## src/rtl/integer_to_ascii_radix_core_defines.svh

```systemverilog
// Assertion macros shared by the integer to ASCII radix converter RTL.
`ifndef INTEGER_TO_ASCII_RADIX_CORE_DEFINES_SVH
`define INTEGER_TO_ASCII_RADIX_CORE_DEFINES_SVH
`ifndef SYNTHESIS
`define I2AR_ASSERT(lbl, clk, rstn, prop) \
  lbl: assert property (@(posedge clk) disable iff (!rstn) prop) \
    else $error("i2ar assertion failed");
`define I2AR_NEVER(lbl, clk, rstn, cond) \
  `I2AR_ASSERT(lbl, clk, rstn, !(cond))
`else
`define I2AR_ASSERT(lbl, clk, rstn, prop)
`define I2AR_NEVER(lbl, clk, rstn, cond)
`endif
`endif

```

## src/rtl/i2ar_pkg.sv

```systemverilog
// Types, constants and character helpers for the integer to ASCII radix converter.
package i2ar_pkg;

  localparam int LongBitsDefault = 64;
  localparam int ValueW          = 64;
  localparam int MaxDigits       = 22;
  localparam int DigW            = 4;
  localparam int DigIdxW         = $clog2(MaxDigits);
  localparam int ErrLen          = 6;
  localparam int ErrIdxW         = $clog2(ErrLen);
  localparam int ConvSteps       = ValueW;
  localparam int QDepth          = 2;

  // mode codes
  localparam logic [2:0] MODE_SDEC  = 3'd0;
  localparam logic [2:0] MODE_UDEC  = 3'd1;
  localparam logic [2:0] MODE_OCT   = 3'd2;
  localparam logic [2:0] MODE_HEXL  = 3'd3;
  localparam logic [2:0] MODE_HEXU  = 3'd4;

  // length codes
  localparam logic [1:0] LEN_INT   = 2'd0;
  localparam logic [1:0] LEN_LONG  = 2'd1;
  localparam logic [1:0] LEN_LLONG = 2'd2;
  localparam logic [1:0] LEN_BAD   = 2'd3;

  localparam logic [7:0] CHAR_ZERO   = 8'h30;
  localparam logic [7:0] CHAR_MINUS  = 8'h2D;
  localparam logic [7:0] ALPHA_LOWER = 8'h57;
  localparam logic [7:0] ALPHA_UPPER = 8'h37;

  localparam logic [7:0] ERR_TEXT [ErrLen] = '{8'h45, 8'h52, 8'h52, 8'h4F, 8'h52, 8'h20};

  typedef enum logic [1:0] {
    RADIX_DEC,
    RADIX_OCT,
    RADIX_HEX
  } radix_e;

  typedef struct packed {
    logic [63:0] value;
    logic [2:0]  mode;
    logic [1:0]  length_code;
  } in_t;

  typedef struct packed {
    logic [7:0] char_out;
    logic       last;
  } out_t;

  // classified job handed from front to back
  typedef struct packed {
    logic              err;
    logic              neg;
    radix_e            radix;
    logic              upper;
    logic [ValueW-1:0] mag;
  } job_t;

  function automatic logic [7:0] digit_char(input logic [DigW-1:0] d, input logic upper);
    logic [7:0] base;
    base = (d < DigW'(10)) ? CHAR_ZERO : (upper ? ALPHA_UPPER : ALPHA_LOWER);
    return 8'(base + {4'b0, d});
  endfunction

endpackage

```

## src/rtl/i2ar_front.sv

```systemverilog
// Front end: extends the operand by length code, picks radix and forms the magnitude.
module i2ar_front #(
  parameter int LongBits = i2ar_pkg::LongBitsDefault
) (
  input  i2ar_pkg::in_t  item_i,
  output i2ar_pkg::job_t job_o
);

  localparam int LongEff = (LongBits >= 1 && LongBits <= 64) ? LongBits : 64;
  localparam logic [63:0] LongMask =
    (LongEff >= 64) ? {64{1'b1}} : ((64'd1 << LongEff) - 64'd1);

  logic        is_signed;
  logic [63:0] ext;
  logic [63:0] long_masked;

  assign is_signed   = (item_i.mode == i2ar_pkg::MODE_SDEC);
  assign long_masked = item_i.value & LongMask;

  always_comb begin
    unique case (item_i.length_code)
      i2ar_pkg::LEN_INT: begin
        ext = {{32{is_signed & item_i.value[31]}}, item_i.value[31:0]};
      end
      i2ar_pkg::LEN_LONG: begin
        ext = (is_signed && item_i.value[LongEff-1]) ? (long_masked | ~LongMask)
                                                      : long_masked;
      end
      default: begin
        ext = item_i.value;
      end
    endcase
  end

  always_comb begin
    job_o.err   = (item_i.mode > i2ar_pkg::MODE_HEXU) ||
                  (item_i.length_code == i2ar_pkg::LEN_BAD);
    job_o.neg   = is_signed & ext[63];
    job_o.mag   = job_o.neg ? 64'(64'd0 - ext) : ext;
    job_o.upper = (item_i.mode == i2ar_pkg::MODE_HEXU);
    unique case (item_i.mode)
      i2ar_pkg::MODE_OCT:  job_o.radix = i2ar_pkg::RADIX_OCT;
      i2ar_pkg::MODE_HEXL: job_o.radix = i2ar_pkg::RADIX_HEX;
      i2ar_pkg::MODE_HEXU: job_o.radix = i2ar_pkg::RADIX_HEX;
      default:             job_o.radix = i2ar_pkg::RADIX_DEC;
    endcase
  end

endmodule

```

## src/rtl/i2ar_fifo.sv

```systemverilog
// Short job queue between the front end and the conversion back end.
module i2ar_fifo (
  input  logic           clk_i,
  input  logic           rst_ni,
  input  logic           wr_en_i,
  input  i2ar_pkg::job_t wr_data_i,
  output logic           full_o,
  input  logic           rd_en_i,
  output i2ar_pkg::job_t rd_data_o,
  output logic           empty_o
);

  localparam int AddrW = (i2ar_pkg::QDepth > 1) ? $clog2(i2ar_pkg::QDepth) : 1;
  localparam int CntW  = $clog2(i2ar_pkg::QDepth + 1);

  i2ar_pkg::job_t   mem_q [i2ar_pkg::QDepth];
  logic [AddrW-1:0] wr_ptr_q, wr_ptr_d;
  logic [AddrW-1:0] rd_ptr_q, rd_ptr_d;
  logic [CntW-1:0]  cnt_q, cnt_d;
  logic             do_wr, do_rd;

  assign full_o    = (cnt_q == CntW'(i2ar_pkg::QDepth));
  assign empty_o   = (cnt_q == '0);
  assign do_wr     = wr_en_i & ~full_o;
  assign do_rd     = rd_en_i & ~empty_o;
  assign rd_data_o = mem_q[rd_ptr_q];

  always_comb begin
    wr_ptr_d = wr_ptr_q;
    rd_ptr_d = rd_ptr_q;
    cnt_d    = cnt_q;
    if (do_wr) begin
      wr_ptr_d = (wr_ptr_q == AddrW'(i2ar_pkg::QDepth - 1)) ? '0 : AddrW'(wr_ptr_q + 1'b1);
    end
    if (do_rd) begin
      rd_ptr_d = (rd_ptr_q == AddrW'(i2ar_pkg::QDepth - 1)) ? '0 : AddrW'(rd_ptr_q + 1'b1);
    end
    if (do_wr && !do_rd) begin
      cnt_d = CntW'(cnt_q + 1'b1);
    end else if (!do_wr && do_rd) begin
      cnt_d = CntW'(cnt_q - 1'b1);
    end
  end

  always_ff @(posedge clk_i or negedge rst_ni) begin
    if (!rst_ni) begin
      wr_ptr_q <= '0;
      rd_ptr_q <= '0;
      cnt_q    <= '0;
    end else begin
      wr_ptr_q <= wr_ptr_d;
      rd_ptr_q <= rd_ptr_d;
      cnt_q    <= cnt_d;
    end
  end

  always_ff @(posedge clk_i) begin
    if (do_wr) begin
      mem_q[wr_ptr_q] <= wr_data_i;
    end
  end

endmodule

```

## src/rtl/i2ar_back.sv

```systemverilog
// Back end: double-dabble conversion for decimal, leading-zero skip and byte emission.
module i2ar_back (
  input  logic           clk_i,
  input  logic           rst_ni,
  input  i2ar_pkg::job_t job_i,
  input  logic           job_empty_i,
  output logic           job_pop_o,
  output i2ar_pkg::out_t result_o,
  output logic           empty,
  input  logic           pop
);

  localparam int DigIdxW = i2ar_pkg::DigIdxW;
  localparam int DigW    = i2ar_pkg::DigW;
  localparam int NDig    = i2ar_pkg::MaxDigits;
  localparam int FlatW   = NDig * DigW;
  localparam int CntW    = $clog2(i2ar_pkg::ConvSteps);
  localparam int ErrIdxW = i2ar_pkg::ErrIdxW;
  localparam int OctPadW = 3 * NDig;

  localparam logic [2:0] S_IDLE  = 3'd0;
  localparam logic [2:0] S_CONV  = 3'd1;
  localparam logic [2:0] S_SKIP  = 3'd2;
  localparam logic [2:0] S_SIGN  = 3'd3;
  localparam logic [2:0] S_DIGIT = 3'd4;
  localparam logic [2:0] S_ERR   = 3'd5;

  logic [2:0]                       state_q, state_d;
  logic [DigIdxW-1:0]               idx_q, idx_d;
  logic [CntW-1:0]                  cnt_q, cnt_d;
  logic                             neg_q, neg_d;
  logic                             upper_q, upper_d;
  logic [i2ar_pkg::ValueW-1:0]      sh_q, sh_d;
  logic [NDig-1:0][DigW-1:0]        dig_q, dig_d;
  logic                             out_valid_q, out_valid_d;
  i2ar_pkg::out_t                   out_q, out_d;

  logic                             can_load;
  logic                             out_load;
  i2ar_pkg::out_t                   out_new;
  logic [NDig-1:0][DigW-1:0]        corr;
  logic [NDig-1:0][DigW-1:0]        oct_dig;
  logic [NDig-1:0][DigW-1:0]        hex_dig;
  logic [OctPadW-1:0]               oct_src;
  logic [DigW-1:0]                  cur_dig;

  assign can_load = ~out_valid_q | pop;
  assign empty    = ~out_valid_q;
  assign result_o = out_q;
  assign cur_dig  = dig_q[idx_q];
  assign oct_src  = OctPadW'(job_i.mag);

  // add 3 to every BCD digit of 5 or more before the shift
  always_comb begin
    for (int i = 0; i < NDig; i++) begin
      corr[i] = (dig_q[i] >= DigW'(5)) ? DigW'(dig_q[i] + DigW'(3)) : dig_q[i];
    end
  end

  always_comb begin
    for (int i = 0; i < NDig; i++) begin
      oct_dig[i] = {1'b0, oct_src[3*i +: 3]};
      hex_dig[i] = '0;
    end
    for (int i = 0; i < i2ar_pkg::ValueW / DigW; i++) begin
      hex_dig[i] = job_i.mag[DigW*i +: DigW];
    end
  end

  always_comb begin
    state_d   = state_q;
    idx_d     = idx_q;
    cnt_d     = cnt_q;
    neg_d     = neg_q;
    upper_d   = upper_q;
    sh_d      = sh_q;
    dig_d     = dig_q;
    job_pop_o = 1'b0;
    out_load  = 1'b0;
    out_new   = out_q;
    unique case (state_q)
      S_IDLE: begin
        if (!job_empty_i) begin
          job_pop_o = 1'b1;
          neg_d     = job_i.neg;
          upper_d   = job_i.upper;
          sh_d      = job_i.mag;
          cnt_d     = '0;
          if (job_i.err) begin
            idx_d   = '0;
            state_d = S_ERR;
          end else begin
            idx_d = DigIdxW'(NDig - 1);
            unique case (job_i.radix)
              i2ar_pkg::RADIX_OCT: begin
                dig_d   = oct_dig;
                state_d = S_SKIP;
              end
              i2ar_pkg::RADIX_HEX: begin
                dig_d   = hex_dig;
                state_d = S_SKIP;
              end
              default: begin
                dig_d   = '0;
                state_d = S_CONV;
              end
            endcase
          end
        end
      end
      S_CONV: begin
        dig_d = FlatW'({corr, sh_q[i2ar_pkg::ValueW-1]});
        sh_d  = {sh_q[i2ar_pkg::ValueW-2:0], 1'b0};
        cnt_d = CntW'(cnt_q + 1'b1);
        if (cnt_q == CntW'(i2ar_pkg::ConvSteps - 1)) begin
          idx_d   = DigIdxW'(NDig - 1);
          state_d = S_SKIP;
        end
      end
      S_SKIP: begin
        // drop leading zeros; the units digit always goes out
        if (cur_dig == '0 && idx_q != '0) begin
          idx_d = DigIdxW'(idx_q - 1'b1);
        end else begin
          state_d = neg_q ? S_SIGN : S_DIGIT;
        end
      end
      S_SIGN: begin
        if (can_load) begin
          out_load         = 1'b1;
          out_new.char_out = i2ar_pkg::CHAR_MINUS;
          out_new.last     = 1'b0;
          state_d          = S_DIGIT;
        end
      end
      S_DIGIT: begin
        if (can_load) begin
          out_load         = 1'b1;
          out_new.char_out = i2ar_pkg::digit_char(cur_dig, upper_q);
          out_new.last     = (idx_q == '0);
          if (idx_q == '0) begin
            state_d = S_IDLE;
          end else begin
            idx_d = DigIdxW'(idx_q - 1'b1);
          end
        end
      end
      S_ERR: begin
        if (can_load) begin
          out_load         = 1'b1;
          out_new.char_out = i2ar_pkg::ERR_TEXT[idx_q[ErrIdxW-1:0]];
          out_new.last     = (idx_q == DigIdxW'(i2ar_pkg::ErrLen - 1));
          if (idx_q == DigIdxW'(i2ar_pkg::ErrLen - 1)) begin
            state_d = S_IDLE;
          end else begin
            idx_d = DigIdxW'(idx_q + 1'b1);
          end
        end
      end
      default: begin
        state_d = S_IDLE;
      end
    endcase
  end

  always_comb begin
    out_valid_d = out_valid_q;
    out_d       = out_q;
    if (out_load) begin
      out_valid_d = 1'b1;
      out_d       = out_new;
    end else if (pop) begin
      out_valid_d = 1'b0;
    end
  end

  always_ff @(posedge clk_i or negedge rst_ni) begin
    if (!rst_ni) begin
      state_q     <= S_IDLE;
      out_valid_q <= 1'b0;
    end else begin
      state_q     <= state_d;
      out_valid_q <= out_valid_d;
    end
  end

  always_ff @(posedge clk_i) begin
    idx_q   <= idx_d;
    cnt_q   <= cnt_d;
    neg_q   <= neg_d;
    upper_q <= upper_d;
    sh_q    <= sh_d;
    dig_q   <= dig_d;
    out_q   <= out_d;
  end

endmodule

```

## src/rtl/integer_to_ascii_radix_core.sv

```systemverilog
// Integer to ASCII radix converter top level: front end, job queue and back end.
// Flow: decimal items run the 64-step shift loop and then the zero skip; octal or hex items
//   go straight to the zero skip (one leading slot per cycle); error runs emit the error text.
// The back end takes one item at a time and pops the next job only after the last beat of the
//   current one is loaded, a minus beat leading a negative value; result stalls hold it.
// Reset: asynchronous, clears the job queue, the back-end sequencer and the result beat.
`include "integer_to_ascii_radix_core_defines.svh"

module integer_to_ascii_radix_core #(
  parameter int LongBits = i2ar_pkg::LongBitsDefault
) (
  input  logic           clk_i,
  input  logic           rst_ni,
  input  logic           push,
  output logic           full,
  input  i2ar_pkg::in_t  item_i,
  output logic           empty,
  input  logic           pop,
  output i2ar_pkg::out_t result_o
);

  i2ar_pkg::job_t front_job;
  i2ar_pkg::job_t q_job;
  logic           q_empty;
  logic           q_pop;

  i2ar_front #(
    .LongBits (LongBits)
  ) u_front (
    .item_i (item_i),
    .job_o  (front_job)
  );

  i2ar_fifo u_fifo (
    .clk_i     (clk_i),
    .rst_ni    (rst_ni),
    .wr_en_i   (push),
    .wr_data_i (front_job),
    .full_o    (full),
    .rd_en_i   (q_pop),
    .rd_data_o (q_job),
    .empty_o   (q_empty)
  );

  i2ar_back u_back (
    .clk_i       (clk_i),
    .rst_ni      (rst_ni),
    .job_i       (q_job),
    .job_empty_i (q_empty),
    .job_pop_o   (q_pop),
    .result_o    (result_o),
    .empty       (empty),
    .pop         (pop)
  );

  `I2AR_NEVER(a_no_pop_when_q_empty, clk_i, rst_ni, q_pop && q_empty)
  `I2AR_ASSERT(a_push_fills_q, clk_i, rst_ni, (push && !full) |=> !q_empty)

endmodule
```

## config.mk

```make
export PLATFORM = sky130hd
export DESIGN_NAME = integer_to_ascii_radix_core
export DESIGN_NICKNAME = d
export VERILOG_FILES = /design/src/rtl/i2ar_pkg.sv /design/src/rtl/i2ar_front.sv /design/src/rtl/i2ar_fifo.sv /design/src/rtl/i2ar_back.sv /design/src/rtl/integer_to_ascii_radix_core.sv
export VERILOG_INCLUDE_DIRS = /design/src /design/src/rtl
export SDC_FILE = /design/constraint.sdc
export NUM_CORES = 1
export LEC_CHECK = 0
export BUFFER_PORTS_ARGS = -buffer_cell sky130_fd_sc_hd__buf_2
export CAP_MARGIN = 20
export CORE_MARGIN = 1.5
export CORE_UTILIZATION = 40
export DETAILED_ROUTE_END_ITERATION = 10
export RECOVER_POWER = 25
export SLEW_MARGIN = 20
export SYNTH_ARGS = -nofsm -noshare
export SYNTH_HDL_FRONTEND = slang
export SYNTH_HIERARCHICAL = 1
export SYNTH_SLANG_ARGS = --single-unit
```

## constraint.sdc

```tcl
create_clock -name clk_i -period 10.5 [get_ports clk_i]
set_input_delay 2.1 -clock clk_i [delete_from_list [all_inputs] [get_ports clk_i]]
set_output_delay 2.1 -clock clk_i [all_outputs]
set_load 0.02 [all_outputs]
```

Yosys cells after proc, flatten, opt, wreduce, memory -nomap -nowiden
Memories as Yosys holds them, arrays and structs flattened.
Cells that the tools add are included.

word-level totals
  register bits after elaboration = 182
  memory bits (writable) = 138
  ROM bits = 64
  bits of input ports = 73
  output and inout bits = 11
  logic and storage cells = 231
  memories = 2

operators by class
  add/sub/neg operators = 31
  $lt $le $gt $ge = 26
  equal/unequal tests = 26
  mux-type cells = 76
  bitwise operators = 9
  reduce and logical (&&, ||, !) cells = 27

memories
  memory           words  bits a word  rd ports  clocked after memory_dff  wr ports  RTL line          RTL
  u_fifo.mem_q     2      69           1         0                         1         i2ar_fifo.sv:16   i2ar_pkg::job_t mem_q [i2ar_pkg::QDepth];
  (no name shown)  8      8            1         0                         0         i2ar_back.sv:151  out_new.char_out = i2ar_pkg::ERR_TEXT[idx_q[ErrIdxW-1:0]];

operators by type and width
  cell                                                 count
  two-way mux 64 bit                                   3
  two-way mux 88 bit                                   2
  case mux 88 bit (2 select lines)                     1
  case mux 85 bit (2 select lines)                     1
  case mux 64 bit (2 select lines)                     1
  >= comparator 4 x 3 -> 1 bit, second input constant  22
  two-way mux 4 bit                                    22
  adder 4 x 2 -> 4 bit, second input constant          21
  subtractor 1 x 64 -> 64 bit, first input constant    1
  two-way mux 5 bit                                    8
  two-way mux 3 bit                                    11
  two-way mux 9 bit                                    3
  case mux 9 bit (3 select lines)                      1
  case mux 5 bit (5 select lines)                      1
  two-way mux 8 bit                                    3
  binary-select mux 4 bit (select 5 bit)               1
  case mux 3 bit (6 select lines)                      1
  AND reduction 8 bit                                  2
  != test 2 x 1 -> 1 bit, second input constant        7
  equality test 3 x 2 -> 1 bit, second input constant  4
  case mux 6 bit (2 select lines)                      1
  two-way mux 1 bit                                    10
  != test 2 bit, second input constant                 5
  nonzero test 5 bit                                   2
  other kinds (40)                                     61

Logic depth before layout (Yosys ltp)
Gate-level depths: netlist (run 1).

  word-level depth = 7
  depth in mapped cells = 14
  depth with buffers taken out = 12

Cells and area by module
The synthesis (run 1) kept the hierarchy.

modules (own cells, without submodules)
  module      instances  cells each  area an instance (um2)  seq. area each (um2)
  i2ar_back   1          1,151       11,184.5                5,325.1
  i2ar_fifo   1          234         5,527.8                 4,244.1
  i2ar_front  1          316         1,976.9                 0.0

Worst setup path before layout (run 1)
OpenSTA, ideal clock, no wires.

  path type = input port to flip-flop
  start point = input push
  end point = memory u_fifo/mem_q[0][0] (netlist name) (enable)
  setup time = 496 ps
  arrival = 5,071 ps
  required time = 10,004 ps
  slack = 4,932 ps
  stages on the path = 2
  path buffers = 0
  cells stage by stage = nand2_1 > nor2_1

on the way
  longest elaborated chain between the ends = 3

ends and longest elaborated chain
  what                                     RTL line                           RTL
  start: declaration                       integer_to_ascii_radix_core.sv:14  input logic push,
  AND 1 bit                                i2ar_fifo.sv:24                    assign do_wr = wr_en_i & ~full_o;
  two-way mux 1 bit                        i2ar_fifo.sv:58                    if (do_wr) begin
  two-way mux 1 bit (implied by the code)  i2ar_fifo.sv:59                    mem_q[wr_ptr_q] <= wr_data_i;
  end: declaration                         i2ar_fifo.sv:16

No other way between the ends.

==> out/results.ini, run 1 <==
[power_and_ir_drop]
p_int_w=0.004234
power_switching_w=0.002810
power_frac_seq_pct=37.0
p_leak_nw=7.786
netSwitchingFraction_pct=39.89
clkPwrFrac_pct=19.5
comb_power_share_pct=43.4
p_per_area_nw_per_um2=338.9
vdd_drop_max_mv=0.2383

[global_route]
antenna_found_initial=1
grt_pass1_wl_um=72010
grt_pass1_vias=12650
met1_usage_pct=27.60
met3_usage_pct=2.772
grt_max_degree=96
track_usage_pct=19.16
grt.busiest_layer=met2
grt_util_met2_pct=29.41
grt_overflow=0

[sta]
whs_ps=511.3
rsz0062_at_grt=no
setup_viol_count_final=0
fmax_mhz=173.7
hold_viol=0
fin_tns_setup_ps=0
slew_viol_final=227
tightest_slew_ps=3293
slew_headroom_pct=-119.6
period_share_pct=54.82
fin_crit_ps=5756
clock_skew_ps=20.22

[finish]
multi_input_area_um2=8366
syn2layout_area_growth_pct=11.23
regArea_um2=9569
post-route-util_pct=44.84
final_layout_size_suffix_gt1_share_pct=14.59
antenna_cells=0
fin_nets=1884
fillers=4312

[place]
dp_hpwl_um=31670
place_congestion=0.8695
io_buffers=83

[floorplanning]
die_h_um=219.2
start_util_pct=40.31
dieArea_um2=48030
num_rows=79
die_x_um=219.2
coreArea_um2=46360
io_pins=84

[critical_path]
critPathKind=flip-flop to flip-flop
crit_path_end_kind=flip-flop
reg2reg_from=u_back/state_q[0]
r2r_setup_slack_ps=4740
crit_path_start_kind=flip-flop
reg2regPathDepth=5
path_max_fanout=79
critPathRequiredTime_ps=10820
cp_common_cell=clkbuf_1
critPathSlowestCell=clkbuf_1
max_stage_delay_ps=2410
crit_chain=clkbuf_1, nand2_1, clkbuf_1, nand3_1, o21ai_0
reg2reg_to=u_back/dig_q[81]
worst_ep_arrival_time_ps=6080

[clock_tree]
ctsHtreeMaxLevel=2
post_cts_buffers=0
cts_sinks=320
cts_resized=0
clock-root-buffer=clkbuf_16
path_clk_slew_ps=60
cts_tree=built
cts_buffer_depth=3
cts_hold_buf=0
numCtsBuffers=39
insertion_delay_ps=550

[detailed_routing]
drtIter0Drc=1203
viasPerCell=5.547
wire_per_inst_um=19.19
antenna_left=0
drc_errors=0
num_vias=13250
drt-total-wl_um=45840
dr.pass1.iters=5

[logic_synthesis]
synth_area_leader_cell=edfxtp_1
synth_area_leaders=edfxtp_1, mux2_4, nand2_1
dominantRegCellSynth=edfxtp_1
async_flop_share_pct=2.500
synth_edf_count=312
syn-num-nets=1833
syn_inst=1701
synthTopCellsByCount=edfxtp_1, nand2_1, nor2_1
synth_area_um2=18690
post-synth-top-count-cell=edfxtp_1
yosysWarnings=6
synth_cell_types=87
synth.avg_cell_area_um2=10.99
seq_area_frac_synth_pct=51.20
ys_ff_latch=320
yosysTopAreaCellShare_pct=50.13

[min_path]
hp-start=u_back/sh_q[7]
min_to=u_back/sh_q[8]
hold_path_depth=2
hold_class=flip-flop to flip-flop

[job]
drv_cap=4

[status]
status=finished, violations left
failed_checks=max-capacitance violations, max-slew violations

-- kinds of logic after synthesis --
| group | share of synthesized area [%] |
|---|---|
| AOI/OAI and AO/OA | 12.16 |
| and+or+nand+nor | 15.08 |
| adders and majority gates | 4.030 |
| other | 0.02007 |
| muxes | 8.255 |
| buffers and inverters | 4.104 |
| xor gates and xnor gates | 5.155 |
| DFF | 51.20 |
-- sequential cells by signal, indices dropped and copies added, names as in the netlist --
register	flops
u_back/cnt_q	6
u_fifo/wr_ptr_q	1
u_back/upper_q	1
u_fifo/cnt_q	2
u_back/neg_q	1
u_fifo/mem_q	138
u_back/idx_q	5
u_fifo/rd_ptr_q	1
u_back/out_valid_q	1
u_back/sh_q	64
u_back/dig_q	88
u_back/state_q	3
u_back/result_o	9
-- through the flow --
step	instances	setup WS, ps	power, W	cell area [µm²]
floorplan	1701	4932	0.004864	18690
global placement	2318	5678	0.005588	19520
detailed placement	2318	5635	0.005667	19520
CTS	2389	6170	0.007073	20830
global route	2389	4147	0.007537	20790
finish	2389	4744	0.007044	20790
-- critical path: cells and delay by family (launching register included) --
kind | cells | cell delay, ps
AO/OA/AOI/OAI | 1 | 240
buffers and inverters | 2 | 2850
flip-flops | 1 | 350
AND/OR/NAND/NOR | 2 | 2020
-- how the worst max path moves through the flow --
stage | end | start | slack, ps | cells after the start
2_1_floorplan | u_fifo/mem_q[0][0] | push | 4930 | 2
3_3_place_gp | u_fifo/mem_q[0][48] | item_i[5] | 5680 | 9
3_5_place_dp | u_fifo/mem_q[0][48] | item_i[5] | 5630 | 9
4_1_cts | u_back/result_o[6] | u_back/idx_q[2] | 6170 | 11
5_1_grt | u_back/dig_q[81] | u_back/state_q[0] | 4150 | 4
6_report | u_back/dig_q[81] | u_back/state_q[0] | 4740 | 5
-- power by group through the flow --
stage               Combinational (W)  Clock (W)  Sequential, W
CTS                           0.00306    0.00141        0.00261
detailed placement            0.00304          0        0.00263
global route                  0.00340    0.00146        0.00268
finish                        0.00306    0.00138        0.00261
floorplan                     0.00239          0        0.00248
global placement              0.00298          0        0.00261
-- layout make-up --
class,instances,share of cell area [%]
Clock inverter,24,1.354
Inverter,71,1.282
Sequential cell,320,46.03
Clock buffer,47,4.942
Tap cell,607,3.654
Multi-Input combinational cell,1221,40.24
Timing Repair Buffer,99,2.492
-- metal layers --
layer	wire (µm)	vias to the layer above	part of all wire, %
li1	-	6339	-
met1	21260	6390	46
met2	20190	445	44
met3	2992	78	6.5
met4	1394	0	3.0
met5	0	-	0
-- cell usage in the layout, fill, tap and decap left out, types with 9 or more instances in the layout --
cell type,synthesis,layout
buf_4,1,13
nor3b_1,19,19
buf_2,6,78
nor2_1,119,117
or3_1,37,37
clkbuf_16,0,40
a31oi_1,18,18
o21ai_0,102,103
inv_1,71,71
mux2_4,69,67
edfxtp_1,312,312
clkbuf_1,62,15
a22oi_1,48,48
nand3_1,45,45
nor3_1,21,20
xor2_1,45,45
nand2_1,253,253
a21oi_1,99,99
mux2i_1,9,9
nand2b_1,29,29
o31ai_1,16,16
ha_1,57,56
xnor2_1,65,65
o32ai_1,20,20
Power figures use the tool's default switching activity.
==> inputs of run 2 (changes only) <==
clock period = 5.77 ns   (was 10.5 ns; I/O delays follow)
==> run 2 against run 1 <==
Against the previous run: the run still ends with max-capacitance violations, max-slew violations left; first-iteration DRC count is 20% lower; cell area is 0.84% lower; die area stayed put; sequential power is 85% higher; count of clock-buffer cells in the layout is 3 higher; largest power group unchanged; highest routed layer unchanged.
==> out/results.ini, run 2 (synthesis gave the netlist of run 1 again) <==
[min_path]
hold_class=flip-flop to flip-flop
hp-start=u_back/sh_q[34]

[power_and_ir_drop]
p_per_area_nw_per_um2=604.7  ; +78%
p_leak_nw=7.685  ; -1.3%
power.total_w=0.01246  ; +77%
vdd_drop_max_mv=0.3326  ; +40%

[place]
placed_area_um2=19550  ; +0.14%
io_buffers=83  ; unchanged
dp_hpwl_um=32240  ; +1.8%
place_congestion=0.8846  ; +1.7%

[clock_tree]
insertion_delay_ps=560  ; about the same
path_clk_slew_ps=60  ; about the same
cts_hold_buf=0  ; unchanged
cts_buffer_depth=3  ; unchanged
cts_sinks=320  ; unchanged
clock-root-buffer=clkbuf_16
numCtsBuffers=37  ; -5.1%
cts_tree=built
cts_resized=0  ; unchanged
post_cts_buffers=0  ; unchanged
ctsHtreeMaxLevel=2  ; unchanged

[critical_path]
r2r_setup_slack_ps=1530  ; -3220 ps
reg2reg_from=u_fifo/rd_ptr_q
worst_ep_arrival_time_ps=4630  ; -1450 ps
crit_path_start_kind=flip-flop
critPathSlowestCell=dfrtp_1
crit_chain=mux2_4, inv_1, ha_1, buf_4, nor2b_2, nand3_1, o21ai_0
crit_path_end_kind=flip-flop
path_max_fanout=47  ; -41%
max_stage_delay_ps=1710  ; -700 ps
crit_end=u_back/dig_q[7]
critPathRequiredTime_ps=6160  ; -4660 ps
reg2reg_to=u_back/dig_q[7]
reg2regPathDepth=7  ; +2
setup.worst_path.start=u_fifo/rd_ptr_q
critPathKind=flip-flop to flip-flop

[global_route]
grt_max_degree=95  ; -1.0%
grt_pass1_wl_um=71820  ; -0.26%
antenna_found_initial=0  ; -1
track_usage_pct=19.17  ; about the same
grt_pass1_vias=12680  ; +0.18%
grt_overflow=0  ; unchanged

[finish]
regMostFlops=u_fifo/mem_q
final_common_cell=edfxtp_1
syn2layout_area_growth_pct=10.30
antenna_cells=0  ; unchanged
final_layout_size_suffix_gt1_share_pct=13.62  ; -0.97 points
top_regs=u_fifo/mem_q x138, u_back/dig_q x88, u_back/sh_q x64
fin_nets=1884  ; unchanged
design_area_um2=20610  ; -0.84%
final_cell_mix=edfxtp_1, nand2_1, nor2_1
largest_reg_flops=138  ; unchanged

[sta]
whs_ps=498.8  ; -12.45 ps
slew_headroom_pct=-35.52  ; +84 points
period_share_pct=73.53  ; +19 points
fin_crit_ps=4243  ; -1513 ps
hold_viol=0  ; unchanged
slew_viol_final=122  ; -46%
fin_tns_setup_ps=0  ; unchanged
tightest_slew_ps=2033  ; -1261 ps
fmax_mhz=235.7  ; +36%
rsz0062_at_grt=no
setup_viol_count_final=0  ; unchanged
clock_skew_ps=21.53  ; +1.310 ps

[detailed_routing]
viasPerCell=5.470  ; -1.4%
wire_per_inst_um=19.13  ; -0.32%
dr.pass1.iters=5  ; unchanged
num_vias=13040  ; -1.6%
drc_errors=0  ; unchanged
drtIter0Drc=958  ; -20%
drt-total-wl_um=45590  ; -0.53%
antenna_left=0  ; unchanged

[floorplanning]
die_x_um=219.2  ; unchanged
num_rows=79  ; unchanged
die_h_um=219.2  ; unchanged
coreArea_um2=46360  ; unchanged
dieArea_um2=48030  ; unchanged
start_util_pct=40.31  ; unchanged
io_pins=84  ; unchanged

[status]
failed_checks=max-capacitance violations, max-slew violations
status=finished, violations left

[job]
drv_cap=4  ; unchanged

[run 2: through the flow]
| stage | util [%] | std cells | setup slack [ps] |
|---|---|---|---|
| 2_1_floorplan | - | 1701 | 1148 |
| 3_3_place_gp | 42.17 | 2320 | 1741 |
| 3_5_place_dp | 42.17 | 2320 | 1702 |
| 4_1_cts | 44.58 | 2384 | 1657 |
| 5_1_grt | 44.47 | 2384 | 1288 |
| 6_report | 44.47 | 2384 | 1527 |
[run 2: final cells by class]
cell class / instances / area, µm²
clock buffers: 50 / 974.7
clock inverters: 14 / 140.1
fillers: 4288 / 25740
inverters: 71 / 266.5
multi-input cells: 1221 / 8369
flip-flops and latches: 320 / 9569
well taps: 607 / 759.5
repair buffers: 101 / 534.3
[run 2: metal layers]
layer | vias up | routed length, µm | share of wire, % | global-route usage (%)
li1 | 6332 | - | - | -
met1 | 6289 | 21580 | 47 | 27.59
met2 | 349 | 20490 | 45 | 29.70
met3 | 71 | 2314 | 5.1 | 2.800
met4 | 0 | 1207 | 2.6 | 6.073
met5 | - | 0 | 0 | 0
[run 2: worst min path at each step]
stage / end / slack (ps) / cells after the start
5_1_grt: u_back/sh_q[12] / 520 / 2
6_report: u_back/sh_q[35] / 500 / 2
3_3_place_gp: u_back/sh_q[2] / 490 / 2
2_1_floorplan: u_fifo/wr_ptr_q / 460 / 1
3_5_place_dp: u_back/sh_q[12] / 490 / 2
4_1_cts: u_fifo/rd_ptr_q / 450 / 1
[run 2: worst max-delay path, delay by kind of cell (launching register included)]
kind	cells	cell delay [ps]
compound gates	1	130
simple gates	2	1170
flops	1	1710
fa+ha+maj	1	140
mux	1	370
buf+inv	2	520
[run 2: where the power goes]
group,total [W],switching [W],internal (W)
Sequential,0.00482,0.000779,0.00404
Combinational,0.00545,0.00333,0.00212
Clock,0.00220,0.000923,0.00128
